===== src/rtl/wsd_pkg.sv =====
// ----------------------------------------------------------------------------
// wsd_pkg
// types and constants shared by the websocket frame deframer
// ----------------------------------------------------------------------------
package wsd_pkg;

    localparam int FRAME_LEN_W = 17;
    localparam int MSG_LEN_W   = 18;
    localparam int CFG_DATA_W  = 18;

    localparam logic [FRAME_LEN_W-1:0] MAX_FRAME_LEN_RST = 17'h10000;
    localparam logic [MSG_LEN_W-1:0]   MAX_MSG_LEN_RST   = 18'h20000;

    localparam logic CFG_MAX_FRAME_LEN = 1'b0;
    localparam logic CFG_MAX_MSG_LEN   = 1'b1;

    localparam logic [1:0] EV_DATA      = 2'd0;
    localparam logic [1:0] EV_EMPTY_END = 2'd1;
    localparam logic [1:0] EV_CLOSE     = 2'd2;
    localparam logic [1:0] EV_OVERSIZE  = 2'd3;

    localparam logic [2:0] PH_HDR0    = 3'd0;
    localparam logic [2:0] PH_HDR1    = 3'd1;
    localparam logic [2:0] PH_EXTLEN  = 3'd2;
    localparam logic [2:0] PH_MASK    = 3'd3;
    localparam logic [2:0] PH_PAYLOAD = 3'd4;

    localparam logic [3:0] OPCODE_CLOSE = 4'h8;
    localparam logic [6:0] LEN7_EXT16  = 7'd126;
    localparam logic [6:0] LEN7_EXT64  = 7'd127;
    localparam logic [3:0] EXT16_BYTES = 4'd2;
    localparam logic [3:0] EXT64_BYTES = 4'd8;
    localparam logic [3:0] KEY_BYTES   = 4'd4;

    typedef struct packed {
        logic [7:0] rx_byte;
    } in_item_t;

    typedef struct packed {
        logic [1:0] event_kind;
        logic [7:0] payload_byte;
        logic       message_last;
    } out_item_t;

    typedef struct packed {
        logic [FRAME_LEN_W-1:0] max_frame_len;
        logic [MSG_LEN_W-1:0]   max_message_len;
    } cfg_t;

endpackage


===== src/rtl/wsd_stream_if.sv =====
// ----------------------------------------------------------------------------
// wsd_stream_if
// valid/ready channel carrying one item of a given type
// ----------------------------------------------------------------------------
interface wsd_stream_if #(
    parameter type item_t = logic
);
    logic  valid;
    logic  ready;
    item_t data;

    modport source (output valid, output data, input ready);
    modport sink   (input valid, input data, output ready);
endinterface


===== src/rtl/wsd_parser.sv =====
// ----------------------------------------------------------------------------
// wsd_parser
// frame parse state and per-byte result logic, one byte per enabled cycle
// ----------------------------------------------------------------------------
module wsd_parser
    import wsd_pkg::*;
(
    input  logic       clk,
    input  logic       rst_n,
    input  logic       step,
    input  logic [7:0] rx_byte,
    input  cfg_t       cfg,
    output logic       res_valid,
    output out_item_t  res
);

    logic [2:0]             phase_reg, phase_next;
    logic                   fin_reg, fin_next;
    logic                   masked_reg, masked_next;
    logic [3:0]             left_reg, left_next;
    logic [MSG_LEN_W-1:0]   flen_reg, flen_next;
    logic                   ovf_reg, ovf_next;
    logic [31:0]            key_reg, key_next;
    logic [FRAME_LEN_W-1:0] pos_reg, pos_next;
    logic [MSG_LEN_W-1:0]   mtot_reg, mtot_next;
    logic                   halted_reg, halted_next;

    logic [MSG_LEN_W-1:0]   len_cand;
    logic                   ovf_cand;
    logic [MSG_LEN_W:0]     sum;
    logic                   too_big;
    logic [3:0]             left_dec;
    logic [FRAME_LEN_W-1:0] pos_inc;
    logic [7:0]             key_byte;

    always_comb
    begin
        left_dec = left_reg - 4'd1;
        pos_inc  = pos_reg + FRAME_LEN_W'(1);
        unique case (pos_reg[1:0])
            2'd0:    key_byte = key_reg[31:24];
            2'd1:    key_byte = key_reg[23:16];
            2'd2:    key_byte = key_reg[15:8];
            default: key_byte = key_reg[7:0];
        endcase

        if (phase_reg == PH_HDR1)
        begin
            len_cand = {11'd0, rx_byte[6:0]};
            ovf_cand = 1'b0;
        end
        else
        begin
            len_cand = {flen_reg[9:0], rx_byte};
            ovf_cand = ovf_reg || (flen_reg[17:10] != 8'd0);
        end
        sum     = {1'b0, mtot_reg} + {1'b0, len_cand};
        too_big = ovf_cand || (len_cand > {1'b0, cfg.max_frame_len})
                  || (sum > {1'b0, cfg.max_message_len});

        phase_next  = phase_reg;
        fin_next    = fin_reg;
        masked_next = masked_reg;
        left_next   = left_reg;
        flen_next   = flen_reg;
        ovf_next    = ovf_reg;
        key_next    = key_reg;
        pos_next    = pos_reg;
        mtot_next   = mtot_reg;
        halted_next = halted_reg;
        res_valid   = 1'b0;
        res         = '{event_kind: EV_DATA, payload_byte: 8'd0, message_last: 1'b0};

        if (step && !halted_reg)
        begin
            unique case (phase_reg)
                PH_HDR0:
                begin
                    fin_next = rx_byte[7];
                    if (rx_byte[3:0] == OPCODE_CLOSE)
                    begin
                        halted_next    = 1'b1;
                        res_valid      = 1'b1;
                        res.event_kind = EV_CLOSE;
                    end
                    else
                    begin
                        phase_next = PH_HDR1;
                    end
                end
                PH_HDR1, PH_EXTLEN:
                begin
                    if (phase_reg == PH_HDR1)
                    begin
                        masked_next = rx_byte[7];
                    end
                    ovf_next  = ovf_cand;
                    flen_next = len_cand;
                    if (phase_reg == PH_HDR1 && rx_byte[6:0] == LEN7_EXT16)
                    begin
                        left_next  = EXT16_BYTES;
                        flen_next  = '0;
                        phase_next = PH_EXTLEN;
                    end
                    else if (phase_reg == PH_HDR1 && rx_byte[6:0] == LEN7_EXT64)
                    begin
                        left_next  = EXT64_BYTES;
                        flen_next  = '0;
                        phase_next = PH_EXTLEN;
                    end
                    else if (phase_reg == PH_EXTLEN && left_dec != 4'd0)
                    begin
                        left_next = left_dec;
                    end
                    else
                    begin
                        left_next = (phase_reg == PH_EXTLEN) ? left_dec : left_reg;
                        if (too_big)
                        begin
                            halted_next    = 1'b1;
                            res_valid      = 1'b1;
                            res.event_kind = EV_OVERSIZE;
                        end
                        else
                        begin
                            mtot_next = sum[MSG_LEN_W-1:0];
                            key_next  = '0;
                            if (phase_reg == PH_HDR1 ? rx_byte[7] : masked_reg)
                            begin
                                left_next  = KEY_BYTES;
                                phase_next = PH_MASK;
                            end
                            else
                            begin
                                pos_next = '0;
                                if (len_cand == '0)
                                begin
                                    phase_next = PH_HDR0;
                                    if (fin_reg)
                                    begin
                                        mtot_next        = '0;
                                        res_valid        = 1'b1;
                                        res.event_kind   = EV_EMPTY_END;
                                        res.message_last = 1'b1;
                                    end
                                end
                                else
                                begin
                                    phase_next = PH_PAYLOAD;
                                end
                            end
                        end
                    end
                end
                PH_MASK:
                begin
                    key_next  = {key_reg[23:0], rx_byte};
                    left_next = left_dec;
                    if (left_dec == 4'd0)
                    begin
                        pos_next = '0;
                        if (flen_reg == '0)
                        begin
                            phase_next = PH_HDR0;
                            if (fin_reg)
                            begin
                                mtot_next        = '0;
                                res_valid        = 1'b1;
                                res.event_kind   = EV_EMPTY_END;
                                res.message_last = 1'b1;
                            end
                        end
                        else
                        begin
                            phase_next = PH_PAYLOAD;
                        end
                    end
                end
                PH_PAYLOAD:
                begin
                    pos_next         = pos_inc;
                    res_valid        = 1'b1;
                    res.payload_byte = rx_byte ^ key_byte;
                    if ({1'b0, pos_inc} >= flen_reg)
                    begin
                        phase_next = PH_HDR0;
                        if (fin_reg)
                        begin
                            res.message_last = 1'b1;
                            mtot_next        = '0;
                        end
                    end
                end
                default:
                begin
                    phase_next = PH_HDR0;
                end
            endcase
        end
    end

    always_ff @(posedge clk or negedge rst_n)
    begin
        if (!rst_n)
        begin
            phase_reg  <= PH_HDR0;
            fin_reg    <= 1'b0;
            masked_reg <= 1'b0;
            left_reg   <= '0;
            flen_reg   <= '0;
            ovf_reg    <= 1'b0;
            key_reg    <= '0;
            pos_reg    <= '0;
            mtot_reg   <= '0;
            halted_reg <= 1'b0;
        end
        else
        begin
            phase_reg  <= phase_next;
            fin_reg    <= fin_next;
            masked_reg <= masked_next;
            left_reg   <= left_next;
            flen_reg   <= flen_next;
            ovf_reg    <= ovf_next;
            key_reg    <= key_next;
            pos_reg    <= pos_next;
            mtot_reg   <= mtot_next;
            halted_reg <= halted_next;
        end
    end

endmodule


===== src/rtl/websocket_frame_deframer.sv =====
// ----------------------------------------------------------------------------
// websocket_frame_deframer
// receive-side websocket frame parser: header, extended length, mask key,
// unmasked payload bytes, close and oversize events
// ----------------------------------------------------------------------------
//  channel  | dir | payload                                  | item
//  rx       | in  | rx_byte[7:0]                             | one received byte
//  events   | out | event_kind[1:0] payload_byte[7:0]        | zero or one per byte
//           |     | message_last                             |
//  cfg      | in  | cfg_we cfg_index cfg_wdata[17:0]         | limit register write
//
//  one byte per cycle sustained while events.ready stays high; a byte passes from the
//  input register through the parse logic into the result register, which drives the
//  events channel
//  rx.ready drops only while both registers hold items and events.ready is low
//  reset clears parse state and sets the limits to 65536 (frame) and 131072 (message)
//  after a close or oversize event all further bytes are dropped until reset
// ----------------------------------------------------------------------------
module websocket_frame_deframer
    import wsd_pkg::*;
(
    input  logic                  clk,
    input  logic                  rst_n,
    input  logic                  cfg_we,
    input  logic                  cfg_index,
    input  logic [CFG_DATA_W-1:0] cfg_wdata,
    wsd_stream_if.sink            rx,
    wsd_stream_if.source          events
);

    cfg_t       cfg_reg;
    logic       in_valid_reg;
    logic [7:0] in_byte_reg;
    logic       out_valid_reg;
    out_item_t  out_item_reg;
    logic       advance;
    logic       step;
    logic       res_valid;
    out_item_t  res;

    assign advance      = !out_valid_reg || events.ready;
    assign step         = in_valid_reg && advance;
    assign rx.ready     = !in_valid_reg || advance;
    assign events.valid = out_valid_reg;
    assign events.data  = out_item_reg;

    always_ff @(posedge clk or negedge rst_n)
    begin
        if (!rst_n)
        begin
            cfg_reg.max_frame_len   <= MAX_FRAME_LEN_RST;
            cfg_reg.max_message_len <= MAX_MSG_LEN_RST;
        end
        else if (cfg_we)
        begin
            unique case (cfg_index)
                CFG_MAX_FRAME_LEN: cfg_reg.max_frame_len   <= cfg_wdata[FRAME_LEN_W-1:0];
                CFG_MAX_MSG_LEN:   cfg_reg.max_message_len <= cfg_wdata[MSG_LEN_W-1:0];
                default:           cfg_reg                 <= cfg_reg;
            endcase
        end
    end

    always_ff @(posedge clk or negedge rst_n)
    begin
        if (!rst_n)
        begin
            in_valid_reg  <= 1'b0;
            out_valid_reg <= 1'b0;
        end
        else
        begin
            if (rx.ready)
            begin
                in_valid_reg <= rx.valid;
            end
            if (advance)
            begin
                out_valid_reg <= step && res_valid;
            end
        end
    end

    always_ff @(posedge clk)
    begin
        if (rx.ready)
        begin
            in_byte_reg <= rx.data.rx_byte;
        end
        if (advance)
        begin
            out_item_reg <= res;
        end
    end

    wsd_parser u_parser (
        .clk       (clk),
        .rst_n     (rst_n),
        .step      (step),
        .rx_byte   (in_byte_reg),
        .cfg       (cfg_reg),
        .res_valid (res_valid),
        .res       (res)
    );

endmodule


===== src/flat_wrapper.sv =====
// flat-port wrapper written by rule: the top's interface ports become plain ports
module websocket_frame_deframer_flat import wsd_pkg::*;
  (clk, rst_n, cfg_we, cfg_index, cfg_wdata, rx_valid, rx_data, rx_ready, events_valid, events_data, events_ready);
  wsd_stream_if #(.item_t(in_item_t)) rx_i ();
  wsd_stream_if #(.item_t(out_item_t)) events_i ();
  input  logic clk;
  input  logic rst_n;
  input  logic cfg_we;
  input  logic cfg_index;
  input  logic [CFG_DATA_W-1:0] cfg_wdata;
  input wire logic [$bits(rx_i.valid)-1:0] rx_valid;
  input wire logic [$bits(rx_i.data)-1:0] rx_data;
  output wire logic [$bits(rx_i.ready)-1:0] rx_ready;
  output wire logic [$bits(events_i.valid)-1:0] events_valid;
  output wire logic [$bits(events_i.data)-1:0] events_data;
  input wire logic [$bits(events_i.ready)-1:0] events_ready;
  assign rx_i.valid = rx_valid;
  assign rx_i.data = rx_data;
  assign rx_ready = rx_i.ready;
  assign events_valid = events_i.valid;
  assign events_data = events_i.data;
  assign events_i.ready = events_ready;
  websocket_frame_deframer u_core (.clk(clk), .rst_n(rst_n), .cfg_we(cfg_we), .cfg_index(cfg_index), .cfg_wdata(cfg_wdata), .rx(rx_i), .events(events_i));
endmodule

===== config.mk =====
export PLATFORM = sky130hd
export DESIGN_NAME = websocket_frame_deframer_flat
export DESIGN_NICKNAME = d
export VERILOG_FILES = /design/src/rtl/wsd_pkg.sv /design/src/rtl/wsd_stream_if.sv /design/src/rtl/wsd_parser.sv /design/src/rtl/websocket_frame_deframer.sv /design/src/flat_wrapper.sv
export SDC_FILE = /design/constraint.sdc
export NUM_CORES = 1
export LEC_CHECK = 0
export CAP_MARGIN = 10
export CORE_ASPECT_RATIO = 0.8
export CORE_MARGIN = 5
export CORE_UTILIZATION = 57
export DETAILED_ROUTE_END_ITERATION = 10
export DONT_BUFFER_PORTS = 1
export PLACE_DENSITY_LB_ADDON = 0.3
export SYNTH_ARGS = -nofsm -noshare
export SYNTH_HDL_FRONTEND = slang
export SYNTH_SLANG_ARGS = --single-unit

===== constraint.sdc =====
create_clock -name clk -period 15.44 [get_ports clk]
set_input_delay 3.088 -clock clk [delete_from_list [all_inputs] [get_ports clk]]
set_output_delay 3.088 -clock clk [all_outputs]
set_load 0.005 [all_outputs]

==> metrics.md <==
| Metric | Value |
|---|---|
| Status | `finished, final reports clean` |
| Met1 usage | `36.5%` |
| Vias in the first global route | `~7,500` |
| Grt ovf | `0` |
| Core area | `between 0.015 and 0.02 sq mm` |
| Pwr Total | `about 2.4 mW` |
| TritonCTS clock tree | `built` |
| Measured slew at the worst slew-check pin | `1.19 ns` |
| Delay-heaviest family, CP | `simple AND/OR/NAND/NOR gates` |
| Synth Area in Simple Gates | `~15%` |
| Max Cap Viol | `0` |
| H-Tree Depth | `4` |
| Area Growth Syn to Fin | `7.55%` |
| Wire per inst | `roughly 19 um` |
| Layout cell share with drive strength beyond 1 | `under 10%` |
| Placer Congestion | `between 0.9 and 1` |
| XOR/XNOR share of the synthesized area | `between 4 and 5%` |
| Fin crit share | `a little under half` |
| Initial DRC count | `752` |
| Place WS | `about 8.3 ns` |
| Top post-synthesis cells by area | `dfrtp_1 (34%), ha_1 (8.6%), edfxtp_1 (5.9%)` |
| Final setup fails | `0` |
| CP max-delay cell | `nor2b_1` |
| Cells after synthesis | `~1,000` |
| Setup WS post-layout | `8.31 ns` |
| # resized after CTS | `0` |
| I/O pins | `45` |
| Post-synthesis sequential area ratio | `40.6%` |
| Die ar. | `slightly below 0.02 sq mm` |
| Critical-path cell list | `nor2b_1 -> nand2_1` |
| Sink Count | `between 150 and 200` |
| Post-synth top area cell | `dfrtp_1` |
| Post-synth cell types | `76` |
| CP required | `between 10 and 15 ns` |
| Final Hold Viols | `0` |
| Root Driver | `clkbuf_16` |
| Crit. End Element | `output port` |
| Dpl hpwl | `roughly 17,000 um` |
| Slew Limit Fails | `0` |
| Fillcell total | `roughly 1,400` |
| Main flop type after synthesis | `dfrtp_1` |
| Syn. warnings | `0` |
| Starting density of the core | `between 50% and 60%` |
| Hold Worst Slack | `0.505 ns` |
| GRT Total Usage | `roughly 25%` |
| Final Critical Period | `about 7.1 ns` |
| CP peak stage delay | `0.52 ns` |
| Peak fanout along the critical path | `10` |
| Clk buf depth | `2` |
| R2r startpoint | `u_core.u_parser.phase_reg[0]` |
| VDD IR max | `around 120 uV` |
| Die Ht | `~130 um` |
| Total setup buffers inserted after CTS | `0` |
| EDFF count, synth | `19` |
| Final ANT Viol Nets | `0` |
| Syn_nets | `between 1,000 and 1,500` |
| Cell area after synthesis | `~0.0096 sq mm` |
| Storage cell area | `0.00390 sq mm` |
| Unrepaired setup endpoints after global routing | `false` |
| Post-synth ARST share | `~88%` |
| Register clock-pin slew on the reported worst setup and hold paths | `roughly 0.060 ns` |
| Fmax | `between 100 and 150 MHz` |
| # DRC | `0` |
| Post-layout net count | `roughly 1,100` |
| Routing usage on met3 | `around 5.4%` |
| Clk_skew | `between 0.009 and 0.01 ns` |
| Pleak | `4.65 nW` |
| Util after Layout | `62.5%` |
| Syn Area/Cell | `about 9.3 sq um` |
| DR vias/cell | `just over 6` |
| Most frequent cells in the layout | `dfrtp_1 (131), nand2_1 (122), inv_1 (102)` |
| Mux cell area share after synthesis | `8.45%` |
| CP Buf/Inv Count | `0` |
| Synth top area share | `34.1%` |
| First-pass GRT wire length | `a little under 40,000 um` |
| Clk Latency, worst-skew pair | `0.44 ns` |
| HP Start | `u_core.cfg_reg[12]` |
| Pwr Density | `about 230 mW/mm^2` |
| Area occupied by multi-input gates | `~0.005 sq mm` |
| Hold WC Path Type | `register to register` |
| Via count | `between 7,000 and 8,000` |
| Diodes inserted | `0` |
| Setup TNS | `0 ns` |
| CP startpoint | `events_ready` |
| Compound-Gate Fraction of Synth Area | `16.5%` |
| Largest register FFs | `35` |
| Slew headroom | `20.6%` |
| Final wirelength | `approximately 23,000 um` |
| Drt first pass iters | `7` |
| Die width | `around 160 um` |
| Adder-cell share of the synthesized area | `roughly 9%` |
| Largest family of logic cells by synthesized area | `compound AO/OA/AOI/OAI gates` |
| Largest net degree at the start of global routing | `roughly 130` |
| FF+latch count, synth | `~150` |
| GR peak layer | `met1` |
| Crit path arrival time | `between 4 and 5 ns` |
| Commonest non-fill, non-tap cell in the layout | `dfrtp_1` |
| Site row count | `42` |
| Startpoint Class | `primary input` |
| TritonCTS Buffers | `17` |
| IO Port Bufs | `0` |
| Met2 global-route usage | `between 30% and 40%` |
| Antenna violations before repair | `0` |
| Cts hold-fix bufs | `0` |
| Setup CP Type | `primary input to output port` |
## per-layer routing
metal / routed length [um] / part of all wire [%]
met1: 10800 / 46
met5: 0 / 0
met2: 10400 / 45
met4: 333 / 1.4
met3: 1790 / 7.7
## report_power, final
group / leakage [nW] / switching [mW] / total (mW) / internal, mW
Clock: 0.282 / 0.185 / 0.427 / 0.242
Combinational: 2.52 / 0.746 / 1.26 / 0.515
Sequential: 1.85 / 0.153 / 0.691 / 0.538
## final timing paths
path / endpoint / slack (ns) / cells after the start
hold / removal: u_core.cfg_reg[12] / 0.51 / 1
setup reg to reg: u_core.u_parser.mtot_reg[4] / 8.78 / 19
setup / recovery: rx_ready / 8.31 / 2
hold reg to reg: u_core.cfg_reg[12] / 0.51 / 1
min in group asynchronous: u_core.cfg_reg[32] / 2.34 / 0
max in group asynchronous: u_core.u_parser.pos_reg[13] / 12.86 / 0
## layout make-up
class                   instances  area share, %
well taps                     220           2.66
clock buffers                  18           4.15
inverters                     103           3.74
clock inverters                14           1.57
flip-flops and latches        152           37.7
multi-input cells             734           49.7
repair buffers                  6          0.436
## cells by family after synthesis
| kind of cell | Yosys count |
|---|---|
| simple gates | 304 |
| compound gates | 237 |
| flops | 152 |
| buf+inv | 146 |
| mux | 76 |
| fa+ha+maj | 68 |
| xor+xnor | 49 |
## synthesized netlist by cell type (8+ instances only)
| library cell | number |
|---|---|
| xnor2_1 | 39 |
| nand2b_1 | 12 |
| inv_1 | 102 |
| a21oi_1 | 40 |
| a22o_1 | 10 |
| clkbuf_1 | 30 |
| edfxtp_1 | 19 |
| nor3b_1 | 9 |
| mux2i_1 | 35 |
| a211oi_1 | 10 |
| nand4_1 | 11 |
| nor4_1 | 11 |
| o2111ai_1 | 8 |
| nand3_1 | 28 |
| xor2_1 | 10 |
| nand2_1 | 122 |
| o31ai_1 | 14 |
| nor3_1 | 14 |
| nor2b_1 | 9 |
| nor2_1 | 60 |
| mux2_2 | 40 |
| dfrtp_1 | 131 |
| a22oi_1 | 15 |
| o21ai_0 | 69 |
| ha_1 | 66 |
| a222oi_1 | 8 |
| a31oi_1 | 10 |
## stage by stage
step	cells	area (sq um)
floorplan	1032	9620
finish	1247	10300
CTS	1247	10300
global placement	1215	9750
detailed placement	1215	9750
global route	1247	10300
Power figures use the tool's default switching activity.
